==> config.mk <==
export PLATFORM = sky130hd
export DESIGN_NAME = tractive_system_sequencer_core
export DESIGN_NICKNAME = d
export VERILOG_FILES = /design/src/rtl/tss_pkg.sv /design/src/rtl/tss_step.sv /design/src/rtl/tractive_system_sequencer_core.sv
export SDC_FILE = /design/constraint.sdc
export NUM_CORES = 1
export LEC_CHECK = 0
export BUFFER_PORTS_ARGS = -buffer_cell sky130_fd_sc_hd__clkbuf_2
export CAP_MARGIN = 30
export CORE_ASPECT_RATIO = 1.25
export CORE_MARGIN = 1
export CORE_UTILIZATION = 30
export DETAILED_ROUTE_END_ITERATION = 10
export GPL_TIMING_DRIVEN = 0
export PLACE_DENSITY_LB_ADDON = 0.12
export REMOVE_ABC_BUFFERS = 1
export SYNTH_ARGS = -nofsm -noshare
export SYNTH_HDL_FRONTEND = slang
export SYNTH_SLANG_ARGS = --single-unit
==> constraint.sdc <==
create_clock -name i_clk -period 6.22 [get_ports i_clk]
set_input_delay 0.622 -clock i_clk [delete_from_list [all_inputs] [get_ports i_clk]]
set_output_delay 0.622 -clock i_clk [all_outputs]
set_load 0.01 [all_outputs]
==> src/rtl/tss_pkg.sv <==
package tss_pkg;

    // Main sequence states, encoded as the main_state output field.
    typedef enum logic [2:0] {
        ST_START     = 3'd0,
        ST_DISCHARGE = 3'd1,
        ST_PRECHARGE = 3'd2,
        ST_TS_ACTIVE = 3'd3,
        ST_READY     = 3'd4
    } t_seq_state;

    // Configuration register indexes.
    typedef enum logic [2:0] {
        REG_BUTTON_HOLD   = 3'd0,
        REG_DRIVE_RELEASE = 3'd1,
        REG_DISCHARGE     = 3'd2,
        REG_PRECHARGE     = 3'd3,
        REG_INV_TIMEOUT   = 3'd4
    } t_reg_index;

    localparam int TICK_W    = 24;
    localparam int TIMEOUT_W = 16;
    localparam int CFG_IDX_W = 3;

    localparam logic [TICK_W-1:0]    BUTTON_HOLD_RST   = 24'd200000;
    localparam logic [TICK_W-1:0]    DRIVE_RELEASE_RST = 24'd20000;
    localparam logic [TICK_W-1:0]    DISCHARGE_RST     = 24'd500000;
    localparam logic [TICK_W-1:0]    PRECHARGE_RST     = 24'd1000000;
    localparam logic [TIMEOUT_W-1:0] INV_TIMEOUT_RST   = 16'd150;

    // One captured tick.
    typedef struct packed {
        logic                 start_button;
        logic                 ready_button;
        logic                 brake_applied;
        logic                 bus_voltage_ok;
        logic                 link_lost;
        logic [TIMEOUT_W-1:0] inverter_wait;
        logic                 inverter_ok;
        logic                 insulation_ok;
        logic                 brake_plaus_ok;
    } t_tss_in;

    // Timing configuration as seen by the sequencing logic.
    typedef struct packed {
        logic [TICK_W-1:0]    button_hold_ticks;
        logic [TICK_W-1:0]    drive_release_ticks;
        logic [TICK_W-1:0]    discharge_ticks;
        logic [TICK_W-1:0]    precharge_ticks;
        logic [TIMEOUT_W-1:0] inverter_timeout;
    } t_tss_cfg;

    // One-tick message and buzzer requests.
    typedef struct packed {
        logic torque_enable;
        logic torque_disable;
        logic buzzer;
    } t_tss_pulses;

endpackage

==> src/rtl/tss_step.sv <==
module tss_step #(
    parameter int COUNT_WIDTH = 24
) (
    input  tss_pkg::t_tss_in         i_in,
    input  tss_pkg::t_tss_cfg        i_cfg,
    input  tss_pkg::t_seq_state      i_state,
    input  logic                     i_err,
    input  logic [COUNT_WIDTH-1:0]   i_start_cnt,
    input  logic [COUNT_WIDTH-1:0]   i_ready_cnt,
    input  logic [COUNT_WIDTH-1:0]   i_release_cnt,
    input  logic [COUNT_WIDTH-1:0]   i_precharge_cnt,
    input  logic [COUNT_WIDTH-1:0]   i_discharge_cnt,
    input  logic                     i_relay,
    input  logic                     i_shutdown,
    output tss_pkg::t_seq_state      o_state,
    output logic                     o_err,
    output logic [COUNT_WIDTH-1:0]   o_start_cnt,
    output logic [COUNT_WIDTH-1:0]   o_ready_cnt,
    output logic [COUNT_WIDTH-1:0]   o_release_cnt,
    output logic [COUNT_WIDTH-1:0]   o_precharge_cnt,
    output logic [COUNT_WIDTH-1:0]   o_discharge_cnt,
    output logic                     o_relay,
    output logic                     o_shutdown,
    output tss_pkg::t_tss_pulses     o_pulses
);
    import tss_pkg::*;

    // Compare width covers both the counters and the tick registers.
    localparam int CMP_W = (COUNT_WIDTH > TICK_W) ? COUNT_WIDTH : TICK_W;

    logic [COUNT_WIDTH-1:0] start_inc;
    logic [COUNT_WIDTH-1:0] ready_inc;
    logic [COUNT_WIDTH-1:0] release_inc;
    logic [COUNT_WIDTH-1:0] precharge_inc;
    logic [COUNT_WIDTH-1:0] discharge_inc;
    logic                   start_done;
    logic                   ready_done;
    logic                   release_done;
    logic                   precharge_done;
    logic                   discharge_done;
    logic                   fault;

    // Saturating increments.
    assign start_inc     = (&i_start_cnt)     ? i_start_cnt     : i_start_cnt + 1'b1;
    assign ready_inc     = (&i_ready_cnt)     ? i_ready_cnt     : i_ready_cnt + 1'b1;
    assign release_inc   = (&i_release_cnt)   ? i_release_cnt   : i_release_cnt + 1'b1;
    assign precharge_inc = (&i_precharge_cnt) ? i_precharge_cnt : i_precharge_cnt + 1'b1;
    assign discharge_inc = (&i_discharge_cnt) ? i_discharge_cnt : i_discharge_cnt + 1'b1;

    assign start_done = CMP_W'(start_inc) > CMP_W'(i_cfg.button_hold_ticks);
    assign ready_done = CMP_W'(ready_inc) > CMP_W'(i_cfg.button_hold_ticks);
    assign release_done = CMP_W'(release_inc) > CMP_W'(i_cfg.drive_release_ticks);
    assign precharge_done = CMP_W'(precharge_inc) > CMP_W'(i_cfg.precharge_ticks);
    assign discharge_done = CMP_W'(discharge_inc) > CMP_W'(i_cfg.discharge_ticks);

    assign fault = i_in.link_lost || (i_in.inverter_wait > i_cfg.inverter_timeout) ||
                   !i_in.inverter_ok || !i_in.insulation_ok || !i_in.brake_plaus_ok;

    always_comb begin
        o_state         = i_state;
        o_err           = i_err;
        o_start_cnt     = i_start_cnt;
        o_ready_cnt     = i_ready_cnt;
        o_release_cnt   = i_release_cnt;
        o_precharge_cnt = i_precharge_cnt;
        o_discharge_cnt = i_discharge_cnt;
        o_relay         = i_relay;
        o_shutdown      = i_shutdown;
        o_pulses        = '0;

        if (!i_err) begin
            if (fault) begin
                o_err      = 1'b1;
                o_shutdown = 1'b1;
            end else begin
                unique case (i_state)
                    ST_START: begin
                        if (i_in.start_button) begin
                            o_start_cnt = start_inc;
                            if (start_done) begin
                                o_start_cnt = '0;
                                o_state     = ST_PRECHARGE;
                            end
                        end else begin
                            o_start_cnt = '0;
                        end
                    end
                    ST_DISCHARGE: begin
                        o_relay         = 1'b1;
                        o_shutdown      = 1'b1;
                        o_discharge_cnt = discharge_inc;
                        if (discharge_done) begin
                            o_discharge_cnt = '0;
                            o_state         = ST_START;
                        end
                    end
                    ST_PRECHARGE: begin
                        o_relay         = 1'b0;
                        o_precharge_cnt = precharge_inc;
                        if (i_in.start_button) begin
                            o_start_cnt     = start_inc;
                            o_precharge_cnt = '0;
                            if (start_done) begin
                                o_start_cnt = '0;
                                o_state     = ST_DISCHARGE;
                            end
                        end else if (precharge_done && i_in.bus_voltage_ok) begin
                            o_shutdown      = 1'b0;
                            o_relay         = 1'b1;
                            o_start_cnt     = '0;
                            o_precharge_cnt = '0;
                            o_state         = ST_TS_ACTIVE;
                        end else begin
                            o_start_cnt = '0;
                        end
                    end
                    ST_TS_ACTIVE: begin
                        // The start button takes priority over the ready button.
                        if (i_in.start_button) begin
                            o_start_cnt = start_inc;
                            if (start_done) begin
                                o_start_cnt = '0;
                                o_state     = ST_DISCHARGE;
                            end
                        end else if (i_in.ready_button) begin
                            o_ready_cnt = ready_inc;
                            if (ready_done && i_in.brake_applied) begin
                                o_ready_cnt             = '0;
                                o_state                 = ST_READY;
                                o_pulses.torque_enable  = 1'b1;
                                o_pulses.buzzer         = 1'b1;
                            end
                        end
                    end
                    ST_READY: begin
                        if (i_in.ready_button) begin
                            o_release_cnt = release_inc;
                            if (release_done) begin
                                o_release_cnt           = '0;
                                o_state                 = ST_TS_ACTIVE;
                                o_pulses.torque_disable = 1'b1;
                            end
                        end else begin
                            o_release_cnt = '0;
                        end
                    end
                    default: begin
                        o_state = ST_START;
                    end
                endcase
            end
        end
    end

endmodule

==> src/rtl/tractive_system_sequencer_core.sv <==
// Tractive system sequencer. Each input item is one control tick with the button
// levels and safety flags; each tick yields exactly one result item with the main
// state after the tick, the latched fatal error, the precharge relay and shutdown
// pin levels, and one-tick torque enable, torque disable and buzzer requests.
// A fatal error (link lost, inverter start wait above its timeout, or a low
// inverter, insulation or brake plausibility flag) latches until reset, opens the
// shutdown line and freezes the sequence. The block takes one item every clock
// cycle while the result side keeps up. An accepted item is captured in the input
// register and passes through the sequencing logic into the result register at the
// first clock edge when that register is empty or being drained; the sequencer
// state is updated at that same edge. A stalled result holds the input register,
// and the input stalls only once both registers are full.
// Configuration registers should be written only while no item is in flight.
// Hold and timer counters are COUNT_WIDTH bits wide and saturate at full scale.
module tractive_system_sequencer_core #(
    parameter int COUNT_WIDTH = 24
) (
    input  logic                            i_clk,
    input  logic                            i_rst_n,
    // Tick channel
    input  logic                            i_valid,
    output logic                            o_stall,
    input  logic                            i_start_button,
    input  logic                            i_ready_button,
    input  logic                            i_brake_applied,
    input  logic                            i_bus_voltage_ok,
    input  logic                            i_link_lost,
    input  logic [tss_pkg::TIMEOUT_W-1:0]   i_inverter_wait,
    input  logic                            i_inverter_ok,
    input  logic                            i_insulation_ok,
    input  logic                            i_brake_plaus_ok,
    // Result channel
    output logic                            o_valid,
    input  logic                            i_stall,
    output logic [2:0]                      o_main_state,
    output logic                            o_fault_latched,
    output logic                            o_precharge_relay_off,
    output logic                            o_shutdown_pin,
    output logic                            o_torque_enable_pulse,
    output logic                            o_torque_disable_pulse,
    output logic                            o_buzzer_pulse,
    // Configuration write port
    input  logic                            i_cfg_we,
    input  logic [tss_pkg::CFG_IDX_W-1:0]   i_cfg_index,
    input  logic [tss_pkg::TICK_W-1:0]      i_cfg_data
);
    import tss_pkg::*;

    // Pipeline control: the input register advances whenever the result
    // register is empty or being drained, so items flow one per cycle while not stalled.
    logic     r_in_valid;
    t_tss_in  r_in;
    logic     r_out_valid;
    logic     out_ready;
    logic     in_ready;
    logic     advance;

    assign out_ready = !r_out_valid || !i_stall;
    assign in_ready  = !r_in_valid || out_ready;
    assign advance   = r_in_valid && out_ready;
    assign o_stall   = !in_ready;
    assign o_valid   = r_out_valid;

    // Configuration registers.
    t_tss_cfg r_cfg;

    always_ff @(posedge i_clk) begin
        if (!i_rst_n) begin
            r_cfg.button_hold_ticks   <= BUTTON_HOLD_RST;
            r_cfg.drive_release_ticks <= DRIVE_RELEASE_RST;
            r_cfg.discharge_ticks     <= DISCHARGE_RST;
            r_cfg.precharge_ticks     <= PRECHARGE_RST;
            r_cfg.inverter_timeout    <= INV_TIMEOUT_RST;
        end else if (i_cfg_we) begin
            unique case (i_cfg_index)
                REG_BUTTON_HOLD:   r_cfg.button_hold_ticks   <= i_cfg_data;
                REG_DRIVE_RELEASE: r_cfg.drive_release_ticks <= i_cfg_data;
                REG_DISCHARGE:     r_cfg.discharge_ticks     <= i_cfg_data;
                REG_PRECHARGE:     r_cfg.precharge_ticks     <= i_cfg_data;
                REG_INV_TIMEOUT:   r_cfg.inverter_timeout    <= i_cfg_data[TIMEOUT_W-1:0];
                default: begin
                    // Indexes beyond the register list are ignored.
                end
            endcase
        end
    end

    // Input register.
    always_ff @(posedge i_clk) begin
        if (!i_rst_n) begin
            r_in_valid <= 1'b0;
        end else if (in_ready) begin
            r_in_valid <= i_valid;
        end
    end

    always_ff @(posedge i_clk) begin
        if (in_ready && i_valid) begin
            r_in.start_button   <= i_start_button;
            r_in.ready_button   <= i_ready_button;
            r_in.brake_applied  <= i_brake_applied;
            r_in.bus_voltage_ok <= i_bus_voltage_ok;
            r_in.link_lost      <= i_link_lost;
            r_in.inverter_wait  <= i_inverter_wait;
            r_in.inverter_ok    <= i_inverter_ok;
            r_in.insulation_ok  <= i_insulation_ok;
            r_in.brake_plaus_ok <= i_brake_plaus_ok;
        end
    end

    // Sequencer state.
    t_seq_state             r_state;
    logic                   r_err;
    logic [COUNT_WIDTH-1:0] r_start_cnt;
    logic [COUNT_WIDTH-1:0] r_ready_cnt;
    logic [COUNT_WIDTH-1:0] r_release_cnt;
    logic [COUNT_WIDTH-1:0] r_precharge_cnt;
    logic [COUNT_WIDTH-1:0] r_discharge_cnt;
    logic                   r_relay;
    logic                   r_shutdown;

    t_seq_state             n_state;
    logic                   n_err;
    logic [COUNT_WIDTH-1:0] n_start_cnt;
    logic [COUNT_WIDTH-1:0] n_ready_cnt;
    logic [COUNT_WIDTH-1:0] n_release_cnt;
    logic [COUNT_WIDTH-1:0] n_precharge_cnt;
    logic [COUNT_WIDTH-1:0] n_discharge_cnt;
    logic                   n_relay;
    logic                   n_shutdown;
    t_tss_pulses            n_pulses;

    tss_step #(
        .COUNT_WIDTH (COUNT_WIDTH)
    ) u_step (
        .i_in            (r_in),
        .i_cfg           (r_cfg),
        .i_state         (r_state),
        .i_err           (r_err),
        .i_start_cnt     (r_start_cnt),
        .i_ready_cnt     (r_ready_cnt),
        .i_release_cnt   (r_release_cnt),
        .i_precharge_cnt (r_precharge_cnt),
        .i_discharge_cnt (r_discharge_cnt),
        .i_relay         (r_relay),
        .i_shutdown      (r_shutdown),
        .o_state         (n_state),
        .o_err           (n_err),
        .o_start_cnt     (n_start_cnt),
        .o_ready_cnt     (n_ready_cnt),
        .o_release_cnt   (n_release_cnt),
        .o_precharge_cnt (n_precharge_cnt),
        .o_discharge_cnt (n_discharge_cnt),
        .o_relay         (n_relay),
        .o_shutdown      (n_shutdown),
        .o_pulses        (n_pulses)
    );

    // The relay and shutdown levels come up at their safe, open level.
    always_ff @(posedge i_clk) begin
        if (!i_rst_n) begin
            r_state         <= ST_START;
            r_err           <= 1'b0;
            r_start_cnt     <= '0;
            r_ready_cnt     <= '0;
            r_release_cnt   <= '0;
            r_precharge_cnt <= '0;
            r_discharge_cnt <= '0;
            r_relay         <= 1'b1;
            r_shutdown      <= 1'b1;
        end else if (advance) begin
            r_state         <= n_state;
            r_err           <= n_err;
            r_start_cnt     <= n_start_cnt;
            r_ready_cnt     <= n_ready_cnt;
            r_release_cnt   <= n_release_cnt;
            r_precharge_cnt <= n_precharge_cnt;
            r_discharge_cnt <= n_discharge_cnt;
            r_relay         <= n_relay;
            r_shutdown      <= n_shutdown;
        end
    end

    // Result register.
    logic [2:0]  r_out_state;
    logic        r_out_err;
    logic        r_out_relay;
    logic        r_out_shutdown;
    t_tss_pulses r_out_pulses;

    always_ff @(posedge i_clk) begin
        if (!i_rst_n) begin
            r_out_valid <= 1'b0;
        end else if (out_ready) begin
            r_out_valid <= r_in_valid;
        end
    end

    always_ff @(posedge i_clk) begin
        if (advance) begin
            r_out_state    <= n_state;
            r_out_err      <= n_err;
            r_out_relay    <= n_relay;
            r_out_shutdown <= n_shutdown;
            r_out_pulses   <= n_pulses;
        end
    end

    assign o_main_state           = r_out_state;
    assign o_fault_latched        = r_out_err;
    assign o_precharge_relay_off  = r_out_relay;
    assign o_shutdown_pin         = r_out_shutdown;
    assign o_torque_enable_pulse  = r_out_pulses.torque_enable;
    assign o_torque_disable_pulse = r_out_pulses.torque_disable;
    assign o_buzzer_pulse         = r_out_pulses.buzzer;

`ifndef NO_ASSERTIONS
    // A latched fatal error stays latched until reset.
    a_err_sticky: assert property (@(posedge i_clk) disable iff (!i_rst_n)
        r_err |=> r_err)
        else $error("fatal error latch cleared without reset");

    // A held item in the input register stays there while the result side is blocked.
    a_in_hold: assert property (@(posedge i_clk) disable iff (!i_rst_n)
        (r_in_valid && !out_ready) |=> r_in_valid)
        else $error("input register dropped a blocked item");

    // Entering ready to drive is the only way to raise torque enable and buzzer.
    a_enable_pulse: assert property (@(posedge i_clk) disable iff (!i_rst_n)
        (r_out_valid && (r_out_pulses.torque_enable || r_out_pulses.buzzer)) |->
        (r_out_state == 3'(ST_READY)))
        else $error("torque enable or buzzer outside ready to drive");

    // Leaving ready to drive always returns to tractive active.
    a_disable_pulse: assert property (@(posedge i_clk) disable iff (!i_rst_n)
        (r_out_valid && r_out_pulses.torque_disable) |->
        (r_out_state == 3'(ST_TS_ACTIVE)))
        else $error("torque disable pulse without return to tractive active");

    // With a fatal error reported the shutdown line is always open.
    a_err_shutdown: assert property (@(posedge i_clk) disable iff (!i_rst_n)
        (r_out_valid && r_out_err) |-> r_out_shutdown)
        else $error("shutdown line closed while fatal error latched");
`endif

endmodule

# After elaboration in Yosys (flattened, before gate mapping)
# Index checks and enable logic that the tools add are counted.
[op_classes] n_reduce_logical=38 bitwise=6 muxes=43 eq_ne=9 n_addsub=5 n_lt_le_gt_ge=6
[op_table] op="$mux W24" count=14
[op_table] op="$add A24 B1 Y24 const B" count=5
[op_table] op="$gt A24 B24 Y1" count=5
[op_table] op="$reduce_and A24 Y1" count=5
[op_table] op="$pmux W24 S2" count=1
[op_table] op="$mux W3" count=13
[op_table] op="$gt A16 B16 Y1" count=1
[op_table] op="$pmux W3 S5" count=1
[op_table] op="$eq A3 B2 Y1 const B" count=4
[op_table] op="$mux W1" count=12
[op_table] op="$reduce_and A4 Y1" count=3
[op_table] op="$reduce_and A2 Y1" count=5
[op_table] op="$logic_not A1 Y1" count=7
[op_table] op="$eq A3 B1 Y1 const B" count=2
[op_table] op="$eq A3 B3 Y1 const B" count=2
[op_table] op="$logic_not A3 Y1" count=2
[op_table] op="$logic_or A1 B1 Y1" count=6
[op_table] op="$not A1 Y1" count=6
[op_table] op="$reduce_and A6 Y1" count=1
[op_table] op="$reduce_and A5 Y1" count=1
[op_table] op="$reduce_or A5 Y1" count=1
[op_table] op="$logic_and A1 B1 Y1" count=4
[op_table] op="$pmux W1 S2" count=2
[op_table] op="$reduce_or A4 Y1" count=1
[op_table] op="other kinds (3)" count=3
[totals] output_inout_bits=11 in_bits=56 regBits=272

# Longest topological paths before layout
# Gate-level depths: netlist (run 1).
[depth] word_depth=10 depth_mapped=20 depth_no_buf=16

# By module
# A second synthesis (run 1) with hierarchy kept.
[unflattened] cells_unflattened=2379 area_unflattened_um2=19109.6
[modules_own_cells] module="tractive_system_sequencer_core" n_inst=1 area_each_um2=10303.6 cells_per_inst=1002
[modules_own_cells] module="tss_step" n_inst=1 area_each_um2=8805.9 cells_per_inst=1377

# Worst setup path after synthesis (run 1)
# OpenSTA, ideal clock, no wires.
[synth_path] kind="register to register" from="register r_discharge_cnt[3]" to="register r_discharge_cnt[14]" setup_time_ps=70 required_ps=6150 n_path_buf=2 stages_incl_launch_ff=18 setup_slack_ps=1899 arrival_ps=4251 cell_sequence="dfxtp_1 clkbuf_1 nand4_1 or3_1 nor3_2 nand2b_1 nor2_1 xor2_1 ha_1 a21o_1 a221o_1 a2111oi_0 nand3_1 o32a_1 nor2_1 clkbuf_1 nand3b_1 a21oi_1"
[synth_via] elab_chain_len=4
[synth_lines] element="from (decl)" line_no="tractive_system_sequencer_core.sv:118" text="logic [COUNT_WIDTH-1:0] r_discharge_cnt;"
[synth_lines] element="from (signal assigned)" line_no="tractive_system_sequencer_core.sv:178" text="r_discharge_cnt <= n_discharge_cnt;"
[synth_lines] element="$add A24 B1 Y24 / $reduce_and A24 Y1 (equally long branches)" line_no="tss_step.sv:48" text="assign discharge_inc = (&i_discharge_cnt) ? i_discharge_cnt : i_discharge_cnt + 1'b1;"
[synth_lines] element="$mux W24 (*)" line_no="tss_step.sv:48"
[synth_lines] element="$gt A24 B24 Y1" line_no="tss_step.sv:54" text="assign discharge_done = CMP_W'(discharge_inc) > CMP_W'(i_cfg.discharge_ticks);"
[synth_lines] element="$mux W24 (*)" line_no="tss_step.sv:92" text="if (discharge_done) begin"
# Mark *: on every way between the ends. The rest lies on a longest branch, timed or not.
# A chain may end at the register's enable or synchronous reset.

# Worst setup path in the final report (run 1)
[layout_path] from="register r_ready_cnt[3]" to="register r_ready_cnt[9]"
[layout_via] elab_chain_len=5
[layout_lines] element="from (decl)" line_no="tractive_system_sequencer_core.sv:115" text="logic [COUNT_WIDTH-1:0] r_ready_cnt;"
[layout_lines] element="from (signal assigned)" line_no="tractive_system_sequencer_core.sv:175" text="r_ready_cnt <= n_ready_cnt;"
[layout_lines] element="$add A24 B1 Y24 / $reduce_and A24 Y1 (equally long branches)" line_no="tss_step.sv:45" text="assign ready_inc = (&i_ready_cnt) ? i_ready_cnt : i_ready_cnt + 1'b1;"
[layout_lines] element="$mux W24 (*)" line_no="tss_step.sv:45"
[layout_lines] element="$gt A24 B24 Y1" line_no="tss_step.sv:51" text="assign ready_done = CMP_W'(ready_inc) > CMP_W'(i_cfg.button_hold_ticks);"
[layout_lines] element="$logic_and A1 B1 Y1" line_no="tss_step.sv:127" text="if (ready_done && i_in.brake_applied) begin"
[layout_lines] element="$mux W24 (*)" line_no="tss_step.sv:127"
# Marks and branches as above.

==> results of run 1 <==
[critical path, stage by stage, from the launching register on]
cell	delay, ns
dfxtp_1	0.43
and4_1	0.29
nand4_1	0.26
nor4_1	0.77
nor2_1	0.35
nand4_1	0.24
xnor2_1	0.20
ha_1	0.31
a21oi_1	0.13
o21ai_0	0.10
a22o_1	0.24
or4_1	0.55
nand3_1	0.53
nand3_1	0.49
or4_1	0.52
o21ai_0	0.09
[kinds of logic (layout without fill, tap and decap cells)]
group / after synthesis / count (layout)
simple gates: 831 / 831
compound gates: 449 / 449
flops: 272 / 272
buf+inv: 225 / 272
fa+ha+maj: 141 / 141
xor+xnor: 106 / 106
mux: 5 / 5
other cells: 0 / 1
[layout by cell type, fill, tap and decap left out, drive strengths merged, types with 35 or more instances in the layout]
| cell | Yosys | final |
|---|---|---|
| dfxtp | 240 | 240 |
| inv | 129 | 130 |
| xnor2 | 71 | 71 |
| xor2 | 35 | 35 |
| nand3 | 90 | 90 |
| o21ai | 69 | 69 |
| nand4 | 63 | 63 |
| clkbuf | 87 | 121 |
| a21oi | 235 | 235 |
| nor2 | 115 | 115 |
| ha | 141 | 141 |
| o211ai | 37 | 37 |
| nand2 | 350 | 350 |
[stage by stage]
| step | worst slack [ns] | hold WS, ns | power [mW] |
|---|---|---|---|
| 2_1_floorplan | 1.74 | 0.436 | 1.96 |
| 3_3_place_gp | -2.96 | 0.443 | 2.08 |
| 3_5_place_dp | 0.632 | 0.448 | 2.09 |
| 4_1_cts | 0.599 | 0.218 | 4.24 |
| 5_1_grt | 0.0942 | 0.221 | 4.32 |
| 6_report | 0.632 | 0.249 | 4.17 |
[sequential cells by signal, indices dropped and copies added (netlist names)]
register	flops
o_buzzer_pulse	1
o_fault_latched	1
o_main_state	3
o_precharge_relay_off	1
o_shutdown_pin	1
o_torque_disable_pulse	1
o_valid	1
r_cfg	112
r_discharge_cnt	24
r_err	1
r_in	24
r_in_valid	1
r_precharge_cnt	24
r_ready_cnt	24
r_relay	1
r_release_cnt	24
r_shutdown	1
r_start_cnt	24
r_state	3
[cell type report]
cell class / instances / area (um^2)
inverter: 130 / 495
clock buffer: 55 / 1070
antenna: 1 / 2.50
clock inverter: 6 / 109
sequential: 272 / 5770
timing repair buffer: 81 / 624
multi-input combinational: 1532 / 9430
tap: 672 / 841
fill: 5526 / 34300
[final timing paths]
check,endpoint,slack (ns),cells past startpoint
max,r_ready_cnt[9]$_SDFFE_PN0P_,0.63,15
min,r_in[9]$_DFFE_PP_,0.25,1
max reg2reg,r_ready_cnt[9]$_SDFFE_PN0P_,0.63,15
min reg2reg,r_cfg[77]$_SDFFE_PN0P_,0.45,2
[per-layer routing]
layer  vias to the layer above  track usage
li1                       7185            -
met2                       245        0.324
met4                         2       0.0674
met3                        67       0.0237
met1                      6702        0.230
met5                         -            0
[power groups by stage]
stage	combinational, mW	clock, mW	sequential [mW]
3_5_place_dp	0.225	0	1.86
6_report	0.221	2.12	1.82
2_1_floorplan	0.107	0	1.86
3_3_place_gp	0.212	0	1.86
4_1_cts	0.225	2.19	1.82
5_1_grt	0.244	2.25	1.83
==> impl_summary.md, run 1 <==
Floorplanning
The floorplan step defined a die boundary enclosing 54400 um^2. The height of the die is 260 um. The standard-cell row count is 94. The x dimension of the die is 209 um.

67 I/O pins were placed. The initial utilization of the core area, before any placement, comes to 0.304. The floorplan core area is 52700 um^2.

Logic synthesis
In the synthesized netlist the dominant register cell turns out to be dfxtp_1. By area, the combinational part of the netlist is dominated by simple AND/OR/NAND/NOR gates. After synthesis, the share of flip-flops with an asynchronous set or reset is 0. The compound-gate portion of the synthesized area was 0.165. The register bit count reported by yosys is 272. The top cell type by total area after synthesis is dfxtp_1. The mux cell area share after synthesis is 0.00343.

The synthesized area per cell is 7.90 um^2. The count of flip-flops with a built-in enable after synthesis is 32. Of the total synthesized cell area, the portion taken by XOR and XNOR cells is 0.0579. In the post-synthesis netlist, the biggest area contributors are dfxtp_1 30%, ha_1 11%, nand2_1 8.2%. The commonest cells after synthesis are 350 x nand2_1, 240 x dfxtp_1, 235 x a21oi_1, 141 x ha_1, 128 x inv_1. Counting distinct cell types in the post-synthesis netlist gives 69. The number of warnings issued by yosys is 0. The sequential area share after synthesis is 0.360. Summing every instance area after synthesis gives 16000 um^2.

The area share of the leading cell type in the synthesized netlist is 0.300. The synthesized-area fraction occupied by and/or/nand/nor cells is 0.251. Of the total synthesized cell area, the portion taken by full adders, half adders and majority gates is 0.110.

The synthesized instance count is 2029. Yosys instantiated no cell more often than nand2_1.

STA
The setup skew after layout is 0.0202 ns. At the pin with the least slew margin, the transition time is 1.02 ns. The number of slew-limit violations in the final report is 0. The total count of hold-check failures in the final report is 0.

Derived from the worst setup path, the maximum achievable clock frequency is 0.179 GHz. The post-route fraction of the period consumed by the critical path is 0.898. Setup repair after global routing left no endpoint under its margin. The post-route minimum period is 5.59 ns. The final setup violation count is 0. For the final routed database, the setup TNS stands at 0 ns. The relative max-transition margin is 0.317.

Finish
The core occupancy in the finished layout is 0.348. Leaving out filler cells and counting taps, the final layout contains 2749. After routing the design area is 18300 um^2. The layout-stage area growth over the synthesis result is 14.4%. The layout net count is 2248. The layout cell share with drive strength beyond 1 is 0.0771.

GRT
The number of global-route vias before repair came to 13900. The initial antenna violation count is 2. The first-pass GRT wire length is 78000 um. The global-route congestion overflow total is 0.

In the global route stage, overall resource usage came out at 0.185. Entering global routing, the biggest net connects 124 pins.

Route
The iteration-0 DRC count of the detailed router is 731. The number of vias per cell is 5.17. In this run the remaining antenna-violating nets after routing total 0. The number of optimization iterations in the first detailed-route pass is 6. The remaining design rule violation count is 0. The mean routed wirelength per cell is 18.3 um. The highest metal layer used by the detailed router is met5. After detailed routing, the wire length on met1 is 22400 um. The wire length on met2 is 24500 um. The total routed wirelength is 50200 um. Detailed routing placed a total of 1930 um of wire on met3. The final route contains 14200 vias.

Clocking
The clock net in this run drives a total of 272 sinks. The clock edge transition at the registers on the reported setup and hold paths is 0.06 ns. The H-tree was split into 2 levels. The number of gates resized after CTS is 0. The tree is rooted in a clkbuf_16. Hold repair after CTS inserted 0 buffers. The buffer levels on the longest clock path is 3. TritonCTS built the clock tree.

The number of setup buffers added after CTS is 0. TritonCTS created 34 clock buffers. The later-pin clock latency in the skew report is 0.55 ns.

Power
The power share of the sequential group is 0.438. The analysis attributes to net switching a power of 988 uW. The share of power burned in the clock network is 0.509. The switching part of the total is 0.237. The maximum resistive drop on vdd is 0.128 mV. The logic gate share of total power is 0.053. The internal power consumption is 3.18 mW.

Dividing total power by cell area gives a power density of 227 nW/um^2. The static leakage power is 6.95 nW.

Critical path
The origin of the critical flop-to-flop path is r_ready_cnt[3]$_SDFFE_PN0P_. The worst path required time is 6.68 ns. The worst setup path is launched from a flip-flop.

The path type of the worst setup path is reg -> reg. The worst-path maximum fanout is 13. The launching element of the worst setup path is r_ready_cnt[3]$_SDFFE_PN0P_. The type of destination of the critical path is a flip-flop.

At the worst endpoint, the arrival time is 6.05 ns.

Placed design
The count of buffers added on input and output ports is 66. The placed standard-cell area is 17200 um^2. Routability-driven placement finished with a final weighted congestion of 0.826. Including well taps, the total number of placed cells is 2687.

The HPWL after detailed placement is 36200 um.

Run status
The flow ran to the end, and the final reports show no timing, DRC or antenna violations.

Worst hold path
The startpoint identified for the worst hold timing path is i_inverter_wait[6]. The class of the tightest hold or removal check is in -> reg.

Run
Max-cap violations in this run came to 0.
(Power assumes the default switching activity.)
==> run 2: changes to the inputs <==
--- a/config.mk
+++ b/config.mk
@@ -7,6 +7,8 @@
 export LEC_CHECK = 0
 export BUFFER_PORTS_ARGS = -buffer_cell sky130_fd_sc_hd__clkbuf_2
 export CAP_MARGIN = 30
+export CELL_PAD_IN_SITES_DETAIL_PLACEMENT = 0
+export CELL_PAD_IN_SITES_GLOBAL_PLACEMENT = 1
 export CORE_ASPECT_RATIO = 1.25
 export CORE_MARGIN = 1
 export CORE_UTILIZATION = 30
==> run 2 against run 1 <==
Against the previous run: sequential share of layout area barely moved; largest power group unchanged; worst setup slack got worse by 0.21 ns; clock skew fell by 0.0029 ns; die area did not move; sequential power barely moved; via count fell by 0.77%; count of clock-buffer cells in the layout fell by 8; non-clock buffer count rose by 1; design area barely moved.
==> impl_summary.md, run 2 (same netlist as run 1, synthesis figures left out) <==
Worst hold path
The class of the tightest hold or removal check is in -> reg. The worst hold path startpoint is i_inverter_ok. The end point of the most critical hold path is r_in[2]$_DFFE_PP_.

The worst hold path stage count is 1 (unchanged).

Clocking
The CTS tree is built. The root cell of the clock tree is clkbuf_16. The hold-fix buffer count after cts is 0 (unchanged). The maximum level of the CTS H-tree came to 2 (unchanged). The clock edge transition at the registers on the reported setup and hold paths is 0.06 ns (about the same). The later-pin clock latency in the skew report was 0.54 ns (about the same). The total CTS buffers was 35 (+2.9%). The count of clock tree sinks was 272 (unchanged). The setup fix buffers added after clock tree synthesis is 0 (unchanged). The number of gates resized after CTS is 0 (unchanged). The buffer levels on the longest clock path was 3 (unchanged).

Route
The number of optimization iterations in the first detailed-route pass is 5 (-1). The post-detailed-route count of antenna-violating nets is 0 (unchanged). The number of vias per cell is 5.12 (-0.84%). The remaining design rule violation count is 0 (unchanged).

The mean routed wirelength per cell is 18.4 um (+0.50%). The iteration-0 DRC count of the detailed router is 649 (-11%). The total routed wirelength was 50500 um (+0.57%). The via count is 14100 (-0.77%).

Finish
The largest register by flop count is r_cfg. The core occupancy in the finished layout is 0.348 (about the same). Leaving out fill and tap cells, the most frequent cell in the layout is nand2_1. The final non-filler cell total is 2751 (+0.073%). The layout-stage area growth over the synthesis result is 14.3% (about the same).

The library cells used most frequently in the layout, excluding fill and tap cells, are 350 x nand2_1, 240 x dfxtp_1, 235 x a21oi_1. The footprint of the multi-input gates is 9430 um^2 (about the same). The sequential cell area is 5770 um^2 (unchanged). The number of filler cells placed in the layout is 5625 (+1.8%). The layout net count came to 2250 (+0.089%). The layout cell share with drive strength beyond 1 came to 0.0780 (+0.000888).

The flip-flop count of the largest register, all copies and words added is 112 (unchanged). The post-route standard cell area excluding fillers is 18300 um^2 (about the same).

Critical path
The most frequent cell on the critical path is nor4_1. The path type of the worst setup path is reg -> reg. The worst reg-to-reg setup slack was 0.42 ns (-0.21 ns). The type of destination of the critical path is a flip-flop. The data arrival time of the critical path was 6.04 ns (about the same). The maximum cell stage delay along the critical path was 0.91 ns (+0.14 ns).

The worst path required time is 6.47 ns (-0.21 ns). STA classifies the critical path startpoint as a flip-flop. The critical path goes through and4_1, nand4_1, nor4_1, nor4_1, nand2b_1, xnor2_1, ha_1, nand4_1, nor4_1, o31a_1, or4_1, nand3_1, o211a_1, nor3_1, o21ai_0. The cell with the biggest individual delay on the critical path is nor4_1. The origin of the critical flop-to-flop path is r_ready_cnt[3]$_SDFFE_PN0P_. The worst-path maximum fanout is 13 (unchanged).

The depth of the worst register-to-register path came to 15 (unchanged). The capturing point of the worst reg2reg path is o_main_state[1]$_DFFE_PP_.

Floorplanning
The height of the die came to 260 um (unchanged). The floorplan die area is 54400 um^2 (unchanged). The initial standard-cell utilization of the core is 0.304 (unchanged). The standard-cell row count was 94 (unchanged). The floorplan core area is 52700 um^2 (unchanged). The number of placed I/O pins is 67 (unchanged). The x dimension of the die is 209 um (unchanged).

Power
The static leakage power was 6.95 nW (about the same). The total power per unit cell area was 228 nW/um^2 (+0.25%). The total power was 4.17 mW (+0.18%). The maximum resistive drop on vdd is 0.145 mV (+14%).

Placed design
The quantity of I/O buffers inserted on ports is 66 (unchanged). The count of placed standard cells including taps was 2688 (+0.037%). The weighted congestion at the end of routability-driven global placement is 0.790 (-4.4%). The HPWL after detailed placement is 36500 um (+0.85%). The placed standard-cell area is 17200 um^2 (about the same).

GRT
The global-route congestion overflow total came to 0 (unchanged). The first-pass GRT wire length is 79300 um (+1.7%). The initial antenna violation count is 1 (-1). The overall fraction of global-route tracks in use is 0.188 (+0.00376). The number of global-route vias before repair is 13600 (-1.8%). The pin count of the biggest net entering global routing is 135 (+8.9%).

STA
The number of slew-limit violations in the final report is 0 (unchanged). The final setup violation count is 0 (unchanged). The final hold slack came to 0.250 ns (+0.00159 ns). The achievable frequency is 0.173 GHz (-3.6%). The total count of hold-check failures in the final report is 0 (unchanged). Setup repair after global routing left no endpoint under its margin.

The setup skew after layout is 0.0173 ns (-0.00290 ns). The measured slew at the worst slew-check pin is 1.02 ns (+0.000458 ns). The post-route fraction of the period consumed by the critical path came to 0.932 (+0.0334). The relative max-transition margin came to 0.313 (-0.00437). The post-route minimum period was 5.80 ns (+0.208 ns).

Run
The number of maximum-capacitance violations is 0 (unchanged).

Run status
The run finished with clean final reports.
==> run 2: cell count changes in the layout (fill, tap and decap cells not counted) <==
cell / delta
buf_6: -1
buf_8: +5
clkbuf_1: -4
nor2b_2: +1
buf_4: -1
bufinv_16: +1
buf_16: -2
clkinv_2: +5
inv_6: -1
clkinv_1: +4
clkbuf_8: -4
nor2b_4: -1
==> run 2: through the flow <==
step / setup slack [ns] / TNS (ns)
after detailed placement: 0.409 / 0
after CTS: 0.387 / 0
final: 0.424 / 0
after global routing: 0.0198 / 0
after floorplan: 1.74 / 0
after global placement: -3.21 / -281.36
==> run 2: how the worst max path moves through the flow <==
stage	depth (start not counted)	start	slack (ns)	to
after global placement	4	i_rst_n	-3.21	r_ready_cnt[18]$_SDFFE_PN0P_
after floorplan	15	r_discharge_cnt[3]$_SDFFE_PN0P_	1.74	r_discharge_cnt[10]$_SDFFE_PN0P_
after global routing	15	r_ready_cnt[3]$_SDFFE_PN0P_	0.02	r_ready_cnt[9]$_SDFFE_PN0P_
after detailed placement	15	r_ready_cnt[3]$_SDFFE_PN0P_	0.41	r_ready_cnt[9]$_SDFFE_PN0P_
final	15	r_ready_cnt[3]$_SDFFE_PN0P_	0.42	o_main_state[1]$_DFFE_PP_
after CTS	15	r_ready_cnt[3]$_SDFFE_PN0P_	0.39	r_ready_cnt[19]$_SDFFE_PN0P_
==> run 2: final cells by class <==
type,count,share of cell area
inverters,130,0.0270
flip-flops and latches,272,0.315
diodes,1,0.000137
clock inverters,15,0.00928
well taps,672,0.0459
multi-input cells,1532,0.514
repair buffers,82,0.0341
clock buffers,47,0.0547
==> run 2: power by group <==
part           internal, mW  switching, mW  total, mW
sequential             1.81         0.0171       1.82
combinational        0.0645          0.159      0.223
clock                  1.29          0.831       2.13
==> run 2: critical path, delay by kind of cell (launching register included) <==
family                     cells  cell delay, ns
and+or+nand+nor               10            3.71
AOI/OAI and AO/OA              3            0.89
DFF                            1            0.44
adders and majority gates      1            0.34
xor gates and xnor gates       1            0.13
==> run 2: routing by layer <==
layer / routed length, um / GRT usage / vias up
met5: 10 / 0 / -
met4: 1290 / 0.0584 / 2
li1: - / - / 7207
met1: 23000 / 0.239 / 6595
met3: 1810 / 0.0268 / 69
met2: 24400 / 0.328 / 219
